$ cat config.mk
export PLATFORM = sky130hd
export DESIGN_NAME = chsc_front
export DESIGN_NICKNAME = d
export VERILOG_FILES = /design/src/chsc_pkg.sv /design/src/chsc_front.sv
export SDC_FILE = /design/constraint.sdc
export NUM_CORES = 1
export LEC_CHECK = 0
export ABC_CLOCK_PERIOD_IN_PS = 2800
export BUFFER_PORTS_ARGS = -buffer_cell sky130_fd_sc_hd__buf_4
export CAP_MARGIN = 20
export CORE_MARGIN = 2
export CORE_UTILIZATION = 40
export DETAILED_ROUTE_END_ITERATION = 6
export HOLD_SLACK_MARGIN = 0.03
export SLEW_MARGIN = 20
export SYNTH_ARGS = -nofsm -noshare
export SYNTH_HDL_FRONTEND = slang
export SYNTH_SLANG_ARGS = --single-unit
$ cat constraint.sdc
create_clock -name clk -period 2.8 [get_ports clk]
set_clock_uncertainty 0.1 [all_clocks]
set_input_delay 0.7 -clock clk [delete_from_list [all_inputs] [get_ports clk]]
set_output_delay 0.7 -clock clk [all_outputs]
set_load 0.05 [all_outputs]
$ cat src/chsc_pkg.sv
`timescale 1ns / 1ps
// ----------------------------------------------------------------------------
// chsc_pkg
// shared types and constants of the chroma histogram skin classifier
// ----------------------------------------------------------------------------
package chsc_pkg;
	localparam int CHROMA_BITS_DEF = 8;
	localparam int COUNT_BITS_DEF = 32;
	localparam int OUT_BITS = 32;
	localparam int PROB_BITS = 17;
	localparam int FRAC_BITS = 16;
	localparam int QUEUE_DEPTH = 2;

	typedef enum logic [1:0] {
		OP_TRAIN = 2'd0,
		OP_QUERY = 2'd1,
		OP_CLEAR = 2'd2,
		OP_NOP   = 2'd3
	} op_t;

	typedef enum logic [2:0] {
		BK_IDLE,
		BK_READ,
		BK_EXEC,
		BK_DIV,
		BK_OUT,
		BK_SWEEP
	} bk_state_t;
endpackage

$ cat src/chsc_front.sv
`timescale 1ns / 1ps
// ----------------------------------------------------------------------------
// chsc_front
// accepts items and holds them in a short queue for the back part
// ----------------------------------------------------------------------------
module chsc_front import chsc_pkg::*; #(
	parameter int CHROMA_BITS = CHROMA_BITS_DEF
) (
	input  logic                     clk,
	input  logic                     arst_n,
	input  logic                     push,
	output logic                     full,
	input  logic [1:0]               opcode,
	input  logic [7:0]               chroma_u,
	input  logic [7:0]               chroma_v,
	input  logic                     skin_flag,
	output logic                     cmd_valid,
	input  logic                     cmd_take,
	output op_t                      cmd_op,
	output logic [CHROMA_BITS-1:0]   cmd_u,
	output logic [CHROMA_BITS-1:0]   cmd_v,
	output logic                     cmd_skin
);
	localparam int ENT_BITS = 2 + 2 * CHROMA_BITS + 1;

	logic [ENT_BITS-1:0] mem_q [QUEUE_DEPTH];
	logic                wr_q, rd_q;
	logic [1:0]          cnt_q;
	logic                do_push, do_pop;
	logic [ENT_BITS-1:0] head;

	assign full = (cnt_q == 2'(QUEUE_DEPTH));
	assign cmd_valid = (cnt_q != 2'd0);
	assign do_push = push && !full;
	assign do_pop = cmd_take && cmd_valid;
	assign head = mem_q[rd_q];
	assign cmd_op = op_t'(head[ENT_BITS-1 -: 2]);
	assign cmd_u = head[2*CHROMA_BITS -: CHROMA_BITS];
	assign cmd_v = head[CHROMA_BITS -: CHROMA_BITS];
	assign cmd_skin = head[0];

	always_ff @(posedge clk or negedge arst_n) begin
		if (!arst_n) begin
			wr_q <= 1'b0;
			rd_q <= 1'b0;
			cnt_q <= 2'd0;
		end else begin
			if (do_push) wr_q <= !wr_q;
			if (do_pop) rd_q <= !rd_q;
			cnt_q <= cnt_q + 2'(do_push) - 2'(do_pop);
		end
	end

	always_ff @(posedge clk) begin
		if (do_push)
			mem_q[wr_q] <= {opcode, chroma_u[CHROMA_BITS-1:0],
				chroma_v[CHROMA_BITS-1:0], skin_flag};
	end
endmodule

* Yosys cells after proc, flatten, opt, wreduce, memory -nomap -nowiden *
Memories as Yosys holds them, arrays and structs flattened.
Cells that the tools add are included.

cells by class
  add/subtract/negate cells = 2
  equality and inequality tests = 1
  mux-type cells = 2
  reduce and logical (&&, ||, !) cells = 6

operators with widths
  operator                               count
  zero test 1 bit                        3
  adder 2 x 1 -> 2 bit                   1
  == test 2 bit (second input constant)  1
  logical AND 1 bit                      2
  2-to-1 mux 1 bit                       2
  nonzero test 2 bit                     1
  subtractor 2 x 1 -> 2 bit              1

storage, ports and cells
  flip-flop bits (word level) = 4
  memory bits (writable) = 38
  input port bits = 23
  output and inout port bits = 21
  memories = 1

memory list
  memory  depth  width  rd ports  clocked after memory_dff  write ports  line              RTL
  mem_q   2      19     1         0                         1            chsc_front.sv:26  logic [ENT_BITS-1:0] mem_q [QUEUE_DEPTH];

* Depth between registers and ports, before layout *
  depth in word-level cells = 5
  depth in mapped cells = 7
  mapped depth without buffers = 7

* Worst setup path before layout *
No wires, ideal clock.

  kind = input to register
  start point = input port push
  end point = memory mem_q[0][0] (netlist bit), enable pin
  setup time = 0.395 ns
  arrival time = 1.611 ns
  data required time = 2.305 ns
  path slack = 0.694 ns
  stages on the path = 2
  path through = nand2_1 nor2_1

between the ends
  cells in the longest elaborated chain, start to end = 3

RTL lines
  item                                    line              RTL
  start: declaration                      chsc_front.sv:11  input logic push,
  logical AND 1 bit                       chsc_front.sv:34  assign do_push = push && !full;
  2-to-1 mux 1 bit                        chsc_front.sv:55  if (do_push)
  2-to-1 mux 1 bit (implied by the code)  chsc_front.sv:56  mem_q[wr_q] <= {opcode, chroma_u[CHROMA_BITS-1:0],
  end: declaration                        chsc_front.sv:26

No other way between the ends.

* Worst setup path after layout *
  start point = register rd_q
  end point = output port cmd_v[2]

between the ends
  cells in the longest elaborated chain, start to end = 1

RTL lines
  item                      line              RTL
  start: declaration        chsc_front.sv:27  logic wr_q, rd_q;
  start signal: assignment  chsc_front.sv:49  if (do_pop) rd_q <= !rd_q;
  memory read (2 x 19 bit)  --
  end: declaration          chsc_front.sv:21  output logic [CHROMA_BITS-1:0] cmd_v,

No other way between the ends.

==> key figures <==
GRT
  • Initial antenna violation count: 0
  • Global-route wire length before repair: 3.870 mm
  • Overflow after GRT: 0
  • Vias in the first global route: 849
  • Largest net degree at the start of global routing: 20
  • Global Route Usage Sum: 0.1275

Power
  • Max VDD drop: 0.5556 mV
  • Power Dens Cells: 1187 nW/um^2
  • Sequential Power Share: 0.374
  • Sw frac: 0.4071
  • Comb power frac: 0.478
  • Total Power: 2.443 mW
  • Lkg Pwr: 0.8038 nW
  • Switching power of the nets: 0.9944 mW
  • Pint: 1.448 mW
  • Clock Power Share: 0.148

Synthesis
  • Syn Nets: 102
  • Ys Warns: 0
  • Synth Register Bits: 42
  • Mapped Cells: 77
  • Distinct cells, synth: 14
  • Sequential share of the synthesized area: 0.7904
  • Synthesized cell area: 1570 um^2
  • Average cell area after synthesis: 20.39 um^2

Setup path
  • CP Class: reg2out
  • Cell chain of the critical path: buf_4, mux2_2, buf_4
  • Startpoint types: flop
  • CP Buf/Inv Count: 2
  • CP required: 2.00 ns
  • Worst EP arrival: 1.51 ns
  • Top cell by count, worst path: buf_4
  • Delay-heaviest family, CP: buffers and inverters
  • Worst setup EP type: output pin
  • Max FO, Critical Path: 19
  • Crit-path slowest cell: mux2_2
  • Max stage delay on crit path: 0.38 ns

Final layout
  • Final instance area: 2057 um^2
  • Area Growth Syn to Fin: 31.00%
  • Share of post-route cells with drive strength above 1: 0.5769
  • Most frequent cells in the layout: buf_4 (47), edfxtp_1 (38), mux2_2 (19)
  • Layout fillers: 312
  • Ant. Diodes: 0
  • Final nets: 154
  • Commonest non-fill, non-tap cell in the layout: buf_4

CTS
  • Clock buffer depth: 2
  • Post-CTS sizing: 0
  • Number of hold buffers added after CTS: 0
  • Clock-pin slew on the worst setup and hold paths: 0.07 ns
  • Number of CTS-inserted buffers: 5
  • H-tree depth: 2
  • Clock root cell: clkbuf_8
  • Post-CTS Setup Bufs: 0
  • Clk Latency, worst-skew pair: 0.29 ns
  • Total clock sinks: 42
  • TritonCTS clock tree: yes

Placement
  • Dpl ws: 0.7852 ns
  • # port buffers: 43
  • DP Area: 1976 um^2
  • Gpl congestion: 0.6580
  • Post-DP HPWL: 1.744 mm

Hold path
  • Tightest Hold Check Type: in2async

Timing
  • Fmax: 433.0 MHz
  • Tmin final: 2.310 ns
  • Setup TNS Final: 0 ns
  • Worst-Margin Slew: 0.2571 ns
  • RSZ-0062 raised after global routing: false
  • Final hold slack: 0.09211 ns
  • Final Max Tran Viols: 0
  • Final hold vios: 0
  • Period utilization: 0.8249
  • Final setup fails: 0
  • Final worst slack: 0.4903 ns
  • Max-slew headroom: 0.8286

Floorplan
  • Row count: 22
  • Die Width: 66.66 um
  • Die area: 4443 um^2
  • Initial core utilization: 0.4226
  • Die Span Y: 66.66 um
  • # IOs: 44
  • Core Area: 3716 um^2

Drt
  • Via count: 812
  • Routed WL per cell: 13.97 um
  • DR vias/cell: 4.562
  • Routed WL: 2.487 mm
  • Post-DRT Antenna Nets: 0
  • Pre-antenna DRT Iters: 4
  • Starting DRT DRC Count: 28
  • DRC viols: 0

Flow run
  • Max-cap violations: 0

Outcome
  • Outcome: complete, no violations
[synthesized netlist by cell type]
cell / instances / share of area
edfxtp_1: 38 / 0.73
mux2_2: 19 / 0.14
dfrtp_1: 4 / 0.064
xnor2_1: 3 / 0.017
buf_2: 2 / 0.0064
ha_1: 2 / 0.016
inv_1: 2 / 0.0048
and2_4: 1 / 0.0056
and3_1: 1 / 0.0040
nand2_1: 1 / 0.0024
nand2b_1: 1 / 0.0040
nor2_1: 1 / 0.0024
or2_4: 1 / 0.0056
xor2_1: 1 / 0.0056
[registers in the layout, summed over array words and instances, names as in the netlist]
name	cells
wr_q	1
cnt_q	2
rd_q	1
mem_q	38
[logic make-up after synthesis]
group,after synthesis,share of synthesized area
buf+inv,4,0.01116
xor+xnor,4,0.02231
fa+ha+maj,2,0.01593
mux,19,0.1363
simple gates,6,0.02391
flops,42,0.7904
[layout make-up]
class	count	area, um^2	share of cell area
multi-input cells	31	314.1	0.1527
clock inverters	2	8.758	0.004258
well taps	48	60.06	0.02920
inverters	2	7.507	0.003650
flip-flops and latches	42	1241	0.6034
clock buffers	6	72.57	0.03528
repair buffers	47	352.8	0.1715
[layer usage]
layer | vias up | track usage | routed length [um]
met2 | 22 | 0.2113 | 1302
met4 | 0 | 0.05357 | 46
li1 | 395 | - | -
met3 | 6 | 0.05912 | 147
met5 | - | 0 | 0
met1 | 389 | 0.1406 | 991
[per-stage QoR]
stage                 util  cells
global placement    0.5317    170
detailed placement  0.5317    170
floorplan                -     77
CTS                 0.5535    178
finish              0.5535    178
global route        0.5535    178
[worst register-to-register path: stages (launching register included)]
cell     delay (ns)
dfrtp_1        0.41
or2_4          0.26
and2_4         0.16
ha_1           0.26
inv_1          0.04
ha_1           0.18
xnor2_1        0.17
xnor2_1        0.14
[path summary, 6_finish.rpt]
check	slack (ns)	startpoint	cells after the start	endpoint
setup / recovery	0.49	rd_q	3	cmd_v[2]
hold / removal	0.09	arst_n	1	cnt_q[0]
max in group asynchronous	2.40	arst_n	1	wr_q
hold reg to reg	0.37	rd_q	1	rd_q
min in group clk	0.37	rd_q	1	rd_q
setup reg to reg	1.00	cnt_q[1]	7	cnt_q[1]
[power groups by stage]
stage               Clock (mW)  Sequential, mW  Combinational, mW
floorplan                    0           0.912              0.864
global placement             0           0.920               1.18
detailed placement           0           0.928               1.19
CTS                      0.375           0.915               1.19
global route             0.409           0.927               1.24
finish                   0.363           0.912               1.17
Note: power is estimated with default switching activity, not from simulation.
